--- config.mk ---
export PLATFORM = sky130hd
export DESIGN_NAME = lidar_range_slew_filter_flat
export DESIGN_NICKNAME = d
export VERILOG_FILES = /design/src/hdl/lrsf_pkg.sv /design/src/hdl/lrsf_in_if.sv /design/src/hdl/lrsf_out_if.sv /design/src/hdl/lidar_range_slew_filter.sv /design/src/hdl/lrsf_sermul.sv /design/src/flat_wrapper.sv
export SDC_FILE = /design/constraint.sdc
export NUM_CORES = 2
export LEC_CHECK = 0
export ABC_AREA = 0
export BUFFER_PORTS_ARGS = -buffer_cell sky130_fd_sc_hd__buf_2
export CAP_MARGIN = 20
export CORE_MARGIN = 2
export CORE_UTILIZATION = 50
export CTS_CLUSTER_DIAMETER = 60
export CTS_CLUSTER_SIZE = 16
export DETAILED_ROUTE_END_ITERATION = 8
export PLACE_DENSITY = 0.66
export SLEW_MARGIN = 40
export SYNTH_ARGS = -nofsm -noshare
export SYNTH_HDL_FRONTEND = slang
export SYNTH_SLANG_ARGS = --single-unit
--- constraint.sdc ---
create_clock -name clk_i -period 13.5 [get_ports clk_i]
set_input_delay 0 -clock clk_i [delete_from_list [all_inputs] [get_ports clk_i]]
set_output_delay 0 -clock clk_i [all_outputs]
set_load 0.02 [all_outputs]
--- src/hdl/lrsf_pkg.sv ---
// Shared constants, register codes and types for the lidar range slew filter.
// No dependencies; compile first.
package lrsf_pkg;

  localparam int unsigned RANGE_W   = 16;
  localparam int unsigned TIME_W    = 18;
  localparam int unsigned STATE_W   = 32;
  localparam int unsigned DATA_W    = 32;
  localparam int unsigned PADDR_W   = 5;
  localparam int unsigned DIGIT_W   = 4;

  localparam int unsigned COEF_FRAC_BITS_DEF  = 14;
  localparam int unsigned STATE_FRAC_BITS_DEF = 16;

  localparam logic [RANGE_W-1:0] SAMPLE_PERIOD_RST   = 16'd1311;
  localparam logic [RANGE_W-1:0] SLEW_LIMIT_RST      = 16'd2176;
  localparam logic [RANGE_W-1:0] JUMP_LIMIT_RST      = 16'd20480;
  localparam logic [TIME_W-1:0]  PREFILL_TIME_RST    = 18'd65536;
  localparam logic [TIME_W-1:0]  BYPASS_TIME_RST     = 18'd196608;
  localparam logic [RANGE_W-1:0] MAX_VALID_RANGE_RST = 16'd25600;
  localparam logic [RANGE_W-1:0] DROPOUT_FLOOR_RST   = 16'd26;
  localparam logic [RANGE_W-1:0] REACQUIRE_FLOOR_RST = 16'd640;

  // filter coefficients in units of 1e-4
  localparam int unsigned K_AA = 4320;
  localparam int unsigned K_AB = 3474;
  localparam int unsigned K_AR = 1210;
  localparam int unsigned K_BA = 3474;
  localparam int unsigned K_BB = 9157;
  localparam int unsigned K_BR = 294;
  localparam int unsigned K_YA = 4984;
  localparam int unsigned K_YB = 27482;
  localparam int unsigned K_YR = 421;

  typedef enum logic [2:0] {
    REG_SAMPLE_PERIOD,
    REG_SLEW_LIMIT,
    REG_JUMP_LIMIT,
    REG_PREFILL_TIME,
    REG_BYPASS_TIME,
    REG_MAX_VALID_RANGE,
    REG_DROPOUT_FLOOR,
    REG_REACQUIRE_FLOOR
  } lrsf_reg_e;

  typedef struct packed {
    logic start;
    logic accum;
  } lrsf_mul_cmd_t;

  // round-to-nearest fixed-point coefficient
  function automatic longint unsigned lrsf_coef(input int unsigned k,
                                                input int unsigned frac);
    return ((longint'(k) << frac) + 64'd5000) / 64'd10000;
  endfunction

endpackage

--- src/hdl/lrsf_in_if.sv ---
// Input channel of the lidar range slew filter: one raw range per beat.
// Depends on lrsf_pkg.
interface lrsf_in_if import lrsf_pkg::*; ();
  logic               valid;
  logic               ready;
  logic [RANGE_W-1:0] raw_range;

  modport source (output valid, output raw_range, input ready);
  modport sink   (input valid, input raw_range, output ready);
endinterface

--- src/hdl/lrsf_out_if.sv ---
// Result channel of the lidar range slew filter: conditioned range per beat.
// Depends on lrsf_pkg.
interface lrsf_out_if import lrsf_pkg::*; ();
  logic               valid;
  logic               ready;
  logic [RANGE_W-1:0] out_range;
  logic               filter_active;

  modport source (output valid, output out_range, output filter_active, input ready);
  modport sink   (input valid, input out_range, input filter_active, output ready);
endinterface

--- src/hdl/lidar_range_slew_filter.sv ---
// Lidar range slew filter top level: APB register file, sample sequencer, IIR filter.
// Depends on lrsf_pkg, lrsf_in_if, lrsf_out_if and lrsf_sermul.
//
// One raw range sample is taken per beat and one conditioned range is returned for it.
// Each sample runs eleven products (two for the rate limits, nine for the IIR filter)
// through one shared multiplier that consumes four multiplier bits per cycle. The next
// sample is accepted while the previous result still waits in the output register.
// Registers are to be written over APB only while the block is idle; the block itself
// does not enforce this. Reads return the current register values.
module lidar_range_slew_filter import lrsf_pkg::*; #(
  parameter int unsigned COEF_FRAC_BITS  = COEF_FRAC_BITS_DEF,
  parameter int unsigned STATE_FRAC_BITS = STATE_FRAC_BITS_DEF
) (
  input  logic               clk_i,
  input  logic               rst_ni,
  lrsf_in_if.sink            sample_i,
  lrsf_out_if.source         result_o,
  input  logic               psel,
  input  logic               penable,
  input  logic               pwrite,
  input  logic [PADDR_W-1:0] paddr,
  input  logic [DATA_W-1:0]  pwdata,
  output logic [DATA_W-1:0]  prdata,
  output logic               pready
);

  localparam int unsigned CW    = COEF_FRAC_BITS + 2;
  localparam int unsigned SER_W = (CW > RANGE_W) ? CW : RANGE_W;
  localparam int unsigned ACC_W = COEF_FRAC_BITS + STATE_FRAC_BITS + 36;
  localparam int unsigned Y_SH  = COEF_FRAC_BITS + STATE_FRAC_BITS;

  localparam logic [SER_W-1:0] C_AA = SER_W'(lrsf_coef(K_AA, COEF_FRAC_BITS));
  localparam logic [SER_W-1:0] C_AB = SER_W'(lrsf_coef(K_AB, COEF_FRAC_BITS));
  localparam logic [SER_W-1:0] C_AR = SER_W'(lrsf_coef(K_AR, COEF_FRAC_BITS));
  localparam logic [SER_W-1:0] C_BA = SER_W'(lrsf_coef(K_BA, COEF_FRAC_BITS));
  localparam logic [SER_W-1:0] C_BB = SER_W'(lrsf_coef(K_BB, COEF_FRAC_BITS));
  localparam logic [SER_W-1:0] C_BR = SER_W'(lrsf_coef(K_BR, COEF_FRAC_BITS));
  localparam logic [SER_W-1:0] C_YA = SER_W'(lrsf_coef(K_YA, COEF_FRAC_BITS));
  localparam logic [SER_W-1:0] C_YB = SER_W'(lrsf_coef(K_YB, COEF_FRAC_BITS));
  localparam logic [SER_W-1:0] C_YR = SER_W'(lrsf_coef(K_YR, COEF_FRAC_BITS));

  localparam logic signed [ACC_W-1:0] HALF_C =
    {{(ACC_W-COEF_FRAC_BITS){1'b0}}, 1'b1, {(COEF_FRAC_BITS-1){1'b0}}};
  localparam logic signed [ACC_W-1:0] HALF_Y =
    {{(ACC_W-Y_SH){1'b0}}, 1'b1, {(Y_SH-1){1'b0}}};
  localparam logic signed [ACC_W-1:0] S32_MAX = {{(ACC_W-31){1'b0}}, {31{1'b1}}};
  localparam logic signed [ACC_W-1:0] S32_MIN = ~S32_MAX;
  localparam logic signed [ACC_W-1:0] Y_MAX   =
    {{(ACC_W-RANGE_W){1'b0}}, {RANGE_W{1'b1}}};
  localparam logic signed [STATE_W-1:0] ST_MAX = {1'b0, {(STATE_W-1){1'b1}}};
  localparam logic signed [STATE_W-1:0] ST_MIN = ~ST_MAX;

  typedef enum logic [2:0] {
    S_IDLE, S_PREP, S_JUMP, S_STEP, S_LIMIT, S_FILT, S_OUT
  } state_e;

  typedef enum logic [3:0] {
    T_AA, T_AB, T_AR, T_BA, T_BB, T_BR, T_YA, T_YB, T_YR
  } term_e;

  // configuration registers
  logic [RANGE_W-1:0] sample_period_q, slew_limit_q, jump_limit_q;
  logic [TIME_W-1:0]  prefill_time_q, bypass_time_q;
  logic [RANGE_W-1:0] max_valid_q, dropout_q, reacquire_q;
  logic               cfg_wr;

  assign cfg_wr = psel & penable & pwrite;
  assign pready = 1'b1;

  always_ff @(posedge clk_i or negedge rst_ni) begin
    if (!rst_ni) begin
      sample_period_q <= SAMPLE_PERIOD_RST;
      slew_limit_q    <= SLEW_LIMIT_RST;
      jump_limit_q    <= JUMP_LIMIT_RST;
      prefill_time_q  <= PREFILL_TIME_RST;
      bypass_time_q   <= BYPASS_TIME_RST;
      max_valid_q     <= MAX_VALID_RANGE_RST;
      dropout_q       <= DROPOUT_FLOOR_RST;
      reacquire_q     <= REACQUIRE_FLOOR_RST;
    end else if (cfg_wr) begin
      unique case (lrsf_reg_e'(paddr[PADDR_W-1:2]))
        REG_SAMPLE_PERIOD:   sample_period_q <= pwdata[RANGE_W-1:0];
        REG_SLEW_LIMIT:      slew_limit_q    <= pwdata[RANGE_W-1:0];
        REG_JUMP_LIMIT:      jump_limit_q    <= pwdata[RANGE_W-1:0];
        REG_PREFILL_TIME:    prefill_time_q  <= pwdata[TIME_W-1:0];
        REG_BYPASS_TIME:     bypass_time_q   <= pwdata[TIME_W-1:0];
        REG_MAX_VALID_RANGE: max_valid_q     <= pwdata[RANGE_W-1:0];
        REG_DROPOUT_FLOOR:   dropout_q       <= pwdata[RANGE_W-1:0];
        REG_REACQUIRE_FLOOR: reacquire_q     <= pwdata[RANGE_W-1:0];
      endcase
    end
  end

  always_comb begin
    unique case (lrsf_reg_e'(paddr[PADDR_W-1:2]))
      REG_SAMPLE_PERIOD:   prdata = DATA_W'(sample_period_q);
      REG_SLEW_LIMIT:      prdata = DATA_W'(slew_limit_q);
      REG_JUMP_LIMIT:      prdata = DATA_W'(jump_limit_q);
      REG_PREFILL_TIME:    prdata = DATA_W'(prefill_time_q);
      REG_BYPASS_TIME:     prdata = DATA_W'(bypass_time_q);
      REG_MAX_VALID_RANGE: prdata = DATA_W'(max_valid_q);
      REG_DROPOUT_FLOOR:   prdata = DATA_W'(dropout_q);
      REG_REACQUIRE_FLOOR: prdata = DATA_W'(reacquire_q);
    endcase
  end

  // sequencer state and item state
  state_e                    state_q;
  term_e                     term_q;
  logic                      pend_q;
  logic [RANGE_W-1:0]        raw_q, diff_q, step_q, y_q;
  logic                      jump_q;
  logic [TIME_W-1:0]         elapsed_q;
  logic [RANGE_W-1:0]        prev_raw_q, prev_limited_q;
  logic signed [STATE_W-1:0] state_a_q, state_b_q, na_q;
  logic                      out_valid_q, out_active_q;
  logic [RANGE_W-1:0]        out_range_q;

  // multiplier
  lrsf_mul_cmd_t           mul_cmd;
  logic signed [ACC_W-1:0] mcand, acc;
  logic [SER_W-1:0]        mplier;
  logic                    mul_done;

  lrsf_sermul #(
    .ACC_W (ACC_W),
    .SER_W (SER_W)
  ) u_sermul (
    .clk_i    (clk_i),
    .rst_ni   (rst_ni),
    .cmd_i    (mul_cmd),
    .mcand_i  (mcand),
    .mplier_i (mplier),
    .done_o   (mul_done),
    .acc_o    (acc)
  );

  // front end
  logic [TIME_W:0]    elapsed_sum;
  logic [TIME_W-1:0]  elapsed_nx;
  logic               seed;
  logic [RANGE_W-1:0] pr, pl, r1, r2, diff;

  always_comb begin
    elapsed_sum = {1'b0, elapsed_q} + (TIME_W+1)'(sample_period_q);
    elapsed_nx  = elapsed_sum[TIME_W] ? '1 : elapsed_sum[TIME_W-1:0];
    seed        = elapsed_nx < prefill_time_q;
    pr          = seed ? raw_q : prev_raw_q;
    pl          = seed ? raw_q : prev_limited_q;
    r1          = (prev_limited_q > max_valid_q) ? '0 : raw_q;
    r2          = (r1 > reacquire_q && pr < dropout_q) ? pr : r1;
    diff        = (r2 >= pr) ? r2 - pr : pr - r2;
  end

  // slew limit
  logic [RANGE_W:0]   lim_up, lim_dn_sum;
  logic [RANGE_W-1:0] limited;

  always_comb begin
    lim_up     = {1'b0, prev_limited_q} + {1'b0, step_q};
    lim_dn_sum = {1'b0, raw_q} + {1'b0, step_q};
    if (jump_q) begin
      limited = prev_limited_q;
    end else if ({1'b0, raw_q} > lim_up) begin
      limited = lim_up[RANGE_W-1:0];
    end else if (lim_dn_sum < {1'b0, prev_limited_q}) begin
      limited = prev_limited_q - step_q;
    end else begin
      limited = raw_q;
    end
  end

  // operand selection
  logic signed [ACC_W-1:0] ext_a, ext_b, ext_rq;

  always_comb begin
    ext_a  = ACC_W'(state_a_q);
    ext_b  = ACC_W'(state_b_q);
    ext_rq = ACC_W'({prev_limited_q, {STATE_FRAC_BITS{1'b0}}});
    mul_cmd.start = !pend_q &&
                    (state_q == S_JUMP || state_q == S_STEP || state_q == S_FILT);
    mul_cmd.accum = (state_q == S_FILT) &&
                    !(term_q == T_AA || term_q == T_BA || term_q == T_YA);
    mcand  = ACC_W'(jump_limit_q);
    mplier = SER_W'(sample_period_q);
    if (state_q == S_STEP) begin
      mcand = ACC_W'(slew_limit_q);
    end else if (state_q == S_FILT) begin
      unique case (term_q)
        T_AA: begin mcand = ext_a;  mplier = C_AA; end
        T_AB: begin mcand = -ext_b; mplier = C_AB; end
        T_AR: begin mcand = ext_rq; mplier = C_AR; end
        T_BA: begin mcand = ext_a;  mplier = C_BA; end
        T_BB: begin mcand = ext_b;  mplier = C_BB; end
        T_BR: begin mcand = ext_rq; mplier = C_BR; end
        T_YA: begin mcand = ext_a;  mplier = C_YA; end
        T_YB: begin mcand = ext_b;  mplier = C_YB; end
        T_YR: begin mcand = ext_rq; mplier = C_YR; end
        default: begin mcand = '0; mplier = '0; end
      endcase
    end
  end

  // rounding and saturation
  logic signed [ACC_W-1:0]   rnd_c, rnd_y;
  logic signed [STATE_W-1:0] sat_c;
  logic [RANGE_W-1:0]        sat_y;

  always_comb begin
    rnd_c = (acc + HALF_C) >>> COEF_FRAC_BITS;
    rnd_y = (acc + HALF_Y) >>> Y_SH;
    if (rnd_c > S32_MAX) begin
      sat_c = ST_MAX;
    end else if (rnd_c < S32_MIN) begin
      sat_c = ST_MIN;
    end else begin
      sat_c = rnd_c[STATE_W-1:0];
    end
    if (rnd_y[ACC_W-1]) begin
      sat_y = '0;
    end else if (rnd_y > Y_MAX) begin
      sat_y = '1;
    end else begin
      sat_y = rnd_y[RANGE_W-1:0];
    end
  end

  assign sample_i.ready         = (state_q == S_IDLE);
  assign result_o.valid         = out_valid_q;
  assign result_o.out_range     = out_range_q;
  assign result_o.filter_active = out_active_q;

  always_ff @(posedge clk_i or negedge rst_ni) begin
    if (!rst_ni) begin
      state_q        <= S_IDLE;
      term_q         <= T_AA;
      pend_q         <= 1'b0;
      raw_q          <= '0;
      diff_q         <= '0;
      step_q         <= '0;
      y_q            <= '0;
      jump_q         <= 1'b0;
      elapsed_q      <= '0;
      prev_raw_q     <= '0;
      prev_limited_q <= '0;
      state_a_q      <= '0;
      state_b_q      <= '0;
      na_q           <= '0;
      out_valid_q    <= 1'b0;
      out_active_q   <= 1'b0;
      out_range_q    <= '0;
    end else begin
      if (result_o.ready && state_q != S_OUT) begin
        out_valid_q <= 1'b0;
      end
      unique case (state_q)
        S_IDLE: begin
          if (sample_i.valid) begin
            raw_q   <= sample_i.raw_range;
            state_q <= S_PREP;
          end
        end
        S_PREP: begin
          elapsed_q      <= elapsed_nx;
          prev_raw_q     <= r2;
          prev_limited_q <= pl;
          raw_q          <= r2;
          diff_q         <= diff;
          state_q        <= S_JUMP;
        end
        S_JUMP: begin
          if (!pend_q) begin
            pend_q <= 1'b1;
          end else if (mul_done) begin
            pend_q  <= 1'b0;
            jump_q  <= {diff_q, 16'h0000} > acc[31:0];
            state_q <= S_STEP;
          end
        end
        S_STEP: begin
          if (!pend_q) begin
            pend_q <= 1'b1;
          end else if (mul_done) begin
            pend_q  <= 1'b0;
            step_q  <= acc[31:16];
            state_q <= S_LIMIT;
          end
        end
        S_LIMIT: begin
          prev_limited_q <= limited;
          term_q         <= T_AA;
          state_q        <= S_FILT;
        end
        S_FILT: begin
          if (!pend_q) begin
            pend_q <= 1'b1;
          end else if (mul_done) begin
            pend_q <= 1'b0;
            if (term_q == T_AR) begin
              na_q <= sat_c;
            end
            if (term_q == T_BR) begin
              state_a_q <= na_q;
              state_b_q <= sat_c;
            end
            if (term_q == T_YR) begin
              y_q     <= sat_y;
              state_q <= S_OUT;
            end else begin
              term_q <= term_e'(4'(term_q + 4'd1));
            end
          end
        end
        S_OUT: begin
          if (!out_valid_q || result_o.ready) begin
            out_valid_q  <= 1'b1;
            out_active_q <= elapsed_q >= bypass_time_q;
            out_range_q  <= (elapsed_q >= bypass_time_q) ? y_q : prev_limited_q;
            state_q      <= S_IDLE;
          end
        end
        default: state_q <= S_IDLE;
      endcase
    end
  end

endmodule

--- src/hdl/lrsf_sermul.sv ---
// Digit-serial signed multiply-accumulate unit, DIGIT_W multiplier bits per cycle.
// Depends on lrsf_pkg.
module lrsf_sermul import lrsf_pkg::*; #(
  parameter int unsigned ACC_W = 66,
  parameter int unsigned SER_W = 16
) (
  input  logic                    clk_i,
  input  logic                    rst_ni,
  input  lrsf_mul_cmd_t           cmd_i,
  input  logic signed [ACC_W-1:0] mcand_i,
  input  logic [SER_W-1:0]        mplier_i,
  output logic                    done_o,
  output logic signed [ACC_W-1:0] acc_o
);

  localparam int unsigned ND    = (SER_W + DIGIT_W - 1) / DIGIT_W;
  localparam int unsigned MP_W  = ND * DIGIT_W;
  localparam int unsigned CNT_W = $clog2(ND + 1);

  logic [CNT_W-1:0]        cnt_q;
  logic                    done_q;
  logic signed [ACC_W-1:0] acc_q;
  logic signed [ACC_W-1:0] mcand_q;
  logic [MP_W-1:0]         mplier_q;
  logic signed [ACC_W-1:0] part;

  assign part   = mcand_q * $signed({1'b0, mplier_q[DIGIT_W-1:0]});
  assign done_o = done_q;
  assign acc_o  = acc_q;

  always_ff @(posedge clk_i or negedge rst_ni) begin
    if (!rst_ni) begin
      cnt_q  <= '0;
      done_q <= 1'b0;
    end else begin
      done_q <= (cnt_q == CNT_W'(1));
      if (cmd_i.start) begin
        cnt_q <= CNT_W'(ND);
      end else if (cnt_q != '0) begin
        cnt_q <= cnt_q - CNT_W'(1);
      end
    end
  end

  always_ff @(posedge clk_i) begin
    if (cmd_i.start) begin
      mcand_q  <= mcand_i;
      mplier_q <= MP_W'(mplier_i);
      if (!cmd_i.accum) begin
        acc_q <= '0;
      end
    end else if (cnt_q != '0) begin
      acc_q    <= acc_q + part;
      mcand_q  <= mcand_q <<< DIGIT_W;
      mplier_q <= mplier_q >> DIGIT_W;
    end
  end

endmodule
--- src/flat_wrapper.sv ---
// flat-port wrapper written by rule: the top's interface ports become plain ports
module lidar_range_slew_filter_flat import lrsf_pkg::*;
#(
  parameter int unsigned COEF_FRAC_BITS  = COEF_FRAC_BITS_DEF,
  parameter int unsigned STATE_FRAC_BITS = STATE_FRAC_BITS_DEF
)
  (clk_i, rst_ni, psel, penable, pwrite, paddr, pwdata, prdata, pready, sample_i_valid, sample_i_raw_range, sample_i_ready, result_o_valid, result_o_out_range, result_o_filter_active, result_o_ready);
  lrsf_in_if sample_i_i ();
  lrsf_out_if result_o_i ();
  input  logic clk_i;
  input  logic rst_ni;
  input  logic psel;
  input  logic penable;
  input  logic pwrite;
  input  logic [PADDR_W-1:0] paddr;
  input  logic [DATA_W-1:0] pwdata;
  output logic [DATA_W-1:0] prdata;
  output logic pready;
  input wire logic [$bits(sample_i_i.valid)-1:0] sample_i_valid;
  input wire logic [$bits(sample_i_i.raw_range)-1:0] sample_i_raw_range;
  output wire logic [$bits(sample_i_i.ready)-1:0] sample_i_ready;
  output wire logic [$bits(result_o_i.valid)-1:0] result_o_valid;
  output wire logic [$bits(result_o_i.out_range)-1:0] result_o_out_range;
  output wire logic [$bits(result_o_i.filter_active)-1:0] result_o_filter_active;
  input wire logic [$bits(result_o_i.ready)-1:0] result_o_ready;
  assign sample_i_i.valid = sample_i_valid;
  assign sample_i_i.raw_range = sample_i_raw_range;
  assign sample_i_ready = sample_i_i.ready;
  assign result_o_valid = result_o_i.valid;
  assign result_o_out_range = result_o_i.out_range;
  assign result_o_filter_active = result_o_i.filter_active;
  assign result_o_i.ready = result_o_ready;
  lidar_range_slew_filter #(.COEF_FRAC_BITS(COEF_FRAC_BITS), .STATE_FRAC_BITS(STATE_FRAC_BITS)) u_core (.clk_i(clk_i), .rst_ni(rst_ni), .sample_i(sample_i_i), .result_o(result_o_i), .psel(psel), .penable(penable), .pwrite(pwrite), .paddr(paddr), .pwdata(pwdata), .prdata(prdata), .pready(pready));
endmodule
==> metrics.txt <==
DR WL/cell=around 22 um; first-pass GRT wire length=206200 um; Row Count=107; Worst EP arrival=11.27 ns; Slew headroom=39.56%; # hold bufs at CTS=55; clk root buf=clkbuf_16; pwr dens=roughly 110 mW/mm2; final setup fails=0; final hold violation count=0; Total GRT Usage=between 20% and 30%; actual slew at the worst max-slew pin=0.9024 ns; setup_tns=0 ns; Worst R2R Setup Slack=2.79 ns; dpl ws=3.082 ns; post-CTS setup buffers=0; status=finished, final reports clean; worst skew pair latency=0.63 ns; mux share of post-synthesis cell area=4.475%; Yosys reg bits=521; PostCTS Resize Cnt=0; post-synthesis compound-gate area fraction=17.78%; cts bufs inserted=66; DR iter-0 viols=3177; nets=5305; Ys Warns=0; crit path launch type=flop; hold crit path type=input pin to flop; Placed Cells=5713; Async SR Flop Fraction=roughly 72%; Syn-to-layout area delta=10.14%; HP Start=pwrite; Cell Area, Synth=between 0.04 and 0.05 mm2; post-synthesis cell type count=89; reg-to-reg endpoint=u_core.diff_q[13]; layout cells sized above 1=under 10%; Vias/cell=6.017; number of port buffers=80; clk slew on worst S/H paths=0.07 ns; Tmin final=between 10 and 15 ns; WS Path Type=flop to flop; Pleak=between 20 and 25 nW; antenna violations before repair=3; r2r worst-path depth=43; pin count of the biggest net entering global routing=144; hold path depth=5; post-synthesis area per instance=9.177 um2; CP max stage delay=0.64 ns; Clock Sinks=521; CTS tree=built; max-cap violations=0; fraction of the mapped netlist area in adder cells=19.50%; setup ws final=2.789 ns; vias in the first global route=34670; reg-to-reg critical path startpoint=u_core.sample_period_q[1]; largest family of logic cells by synthesized area=adder cells; Worst Path Required=14.06 ns; simple-gate share of the synthesized area=roughly 17%; Die Wd=296.8 um; period utilization=between 70 and 80%; total power=5.011 mW; Post-synth EDFFs=148; CP Capture Type=flop; WHS Endpoint=u_core.prefill_time_q[16]; Layout Skew=0.02443 ns; htree depth=3; slowest CP cell=a2111oi_0; Antenna Nets Post-Route=0; die area=~0.09 mm2; RSZ-0062 raised after global routing=false; Die H=296.8 um; Final Max Tran Viols=0; Synth Area in XOR/XNOR=3.965%; Post-synth top flop=dfrtp_1; Max Buffers Root-to-Sink=3; via count=around 35000; Max Fclk=0.09336 GHz; wirelength, routed=roughly 130000 um; final cell count without fillers=5891; worst ir drop on vdd=0.08663 mV; cell count after synthesis=4670; Ports=112; Top cell by count, worst path=a21oi_1; drt first pass iters=6; routability cong.=approximately 0.96; maximum fanout along the worst path=21; sequential area share after synthesis=32.21%; total grt overflow=0; core area=0.08501 mm2; DP HPWL=approximately 98000 um; initial core utilization=50.41%; drc violations=0
[through the flow]
stage / util, % / hold WS (ns) / area [um2]
floorplan: - / -0.2956 / 42910
global placement: 52.01 / 0.04541 / 44210
detailed placement: 52.11 / 0.04647 / 44300
CTS: 55.49 / 0.03413 / 47170
global route: 55.52 / 0.07161 / 47200
finish: 55.52 / 0.07662 / 47200
[worst max-delay path, delay by kind of cell (launching register included)]
kind	cells	cell delay, ns
and+or+nand+nor	11	2.52
adders and majority gates	5	1.47
muxes	2	0.65
DFF	1	0.60
buffers and inverters	4	0.72
AOI/OAI and AO/OA	20	4.50
xor gates and xnor gates	1	0.19
[state kept, by name (all words and copies together), names as in the netlist, 18 cells and up]
name and cells:
u_core.prefill_time_q 18, u_core.state_b_q 32, u_core.u_sermul.acc_o 66, u_core.bypass_time_q 18
u_core.na_q 32, u_core.elapsed_q 18, u_core.u_sermul.mcand_q 66, u_core.state_a_q 32
[cell families after synthesis]
logic type	Yosys count
multiplexers	170
AO/OA/AOI/OAI	1181
other	2
AND/OR/NAND/NOR	1524
XOR/XNOR	194
buffers and inverters	526
adder cells (fa/ha/maj)	552
flip-flops	521
[power by group]
group | switching, mW | internal (mW)
registers | 0.231 | 1.83
logic | 0.608 | 0.442
clock network | 0.806 | 1.09
[worst max path at each step]
stage / start / to / cells past startpoint
floorplan: u_core.sample_period_q[0] / u_core.diff_q[8] / 46
global placement: u_core.sample_period_q[1] / u_core.diff_q[13] / 41
detailed placement: u_core.sample_period_q[1] / u_core.diff_q[13] / 43
CTS: u_core.sample_period_q[1] / u_core.diff_q[13] / 43
global route: u_core.sample_period_q[1] / u_core.diff_q[13] / 43
finish: u_core.sample_period_q[1] / u_core.diff_q[13] / 43
[Yosys cell counts (10+ instances only)]
master     instances  share of area, %
a211oi_1          61               1.1
a21o_1           153               2.7
a21oi_1          222               2.6
a221o_1           11              0.26
a221oi_1          32              0.65
a222oi_1          16              0.37
a22o_1            23              0.47
a22oi_1           13              0.23
a31oi_1           27              0.39
and2_1           270               3.9
and3_1            26              0.38
and4_1            12              0.25
buf_1             20              0.18
buf_4             15              0.26
clkbuf_1         197               1.7
dfrtp_1          351                20
dfstp_2           22               1.3
edfxtp_1         148                10
fa_1             193               9.0
ha_1             359                10
inv_1            278               2.4
mux2_2           113               3.0
mux2i_1           51               1.2
nand2_1          529               4.6
nand2b_1          42              0.61
nand3_1           87               1.0
nand4_1           42              0.61
nor2_1           319               2.8
nor2b_1           33              0.48
nor3_1            61              0.71
nor4_1            17              0.25
o2111ai_1         10              0.20
o211ai_1          34              0.60
o21a_1            49              0.86
o21ai_0          361               4.2
o21ai_1           10              0.12
o21bai_1          27              0.47
o221ai_1          19              0.39
o22ai_1           19              0.28
o31ai_1           24              0.42
or2_2             21              0.31
or3_1             22              0.32
xnor2_1          117               2.4
xor2_1            77               1.6
[routing by layer]
metal  part of all wire (%)  global-route usage (%)  wire [um]  vias up
met5                  0.011                       0         14        -
met4                    4.7                   12.63       6185        2
met3                    7.1                   5.281       9396      289
met2                     45                   47.55      60200     1264
met1                     43                   40.50      56730    17410
li1                       -                       -          -    16480
[cells in the final DEF (no fill, tap or decap), types with 58 or more instances in the layout]
cell,netlist,final
dfrtp_1,351,351
fa_1,193,193
nand2_1,529,529
edfxtp_1,148,148
inv_1,278,278
and2_1,270,269
nor2_1,319,315
ha_1,359,359
o21ai_0,361,360
a211oi_1,61,60
xnor2_1,117,117
buf_2,9,79
nor3_1,61,58
clkbuf_16,0,71
a21o_1,153,151
mux2_2,113,113
nand3_1,87,86
xor2_1,77,77
a21oi_1,222,220
[final cells by class]
type	instances	area [um2]
fill	7673	37810
multi-input combinational	3636	27150
sequential	521	13810
clock buffer	83	1866
timing repair buffer	189	1440
tap	1144	1431
inverter	279	1047
clock inverter	37	456.7
antenna	2	5.005
Note: power is estimated with default switching activity, not from simulation.
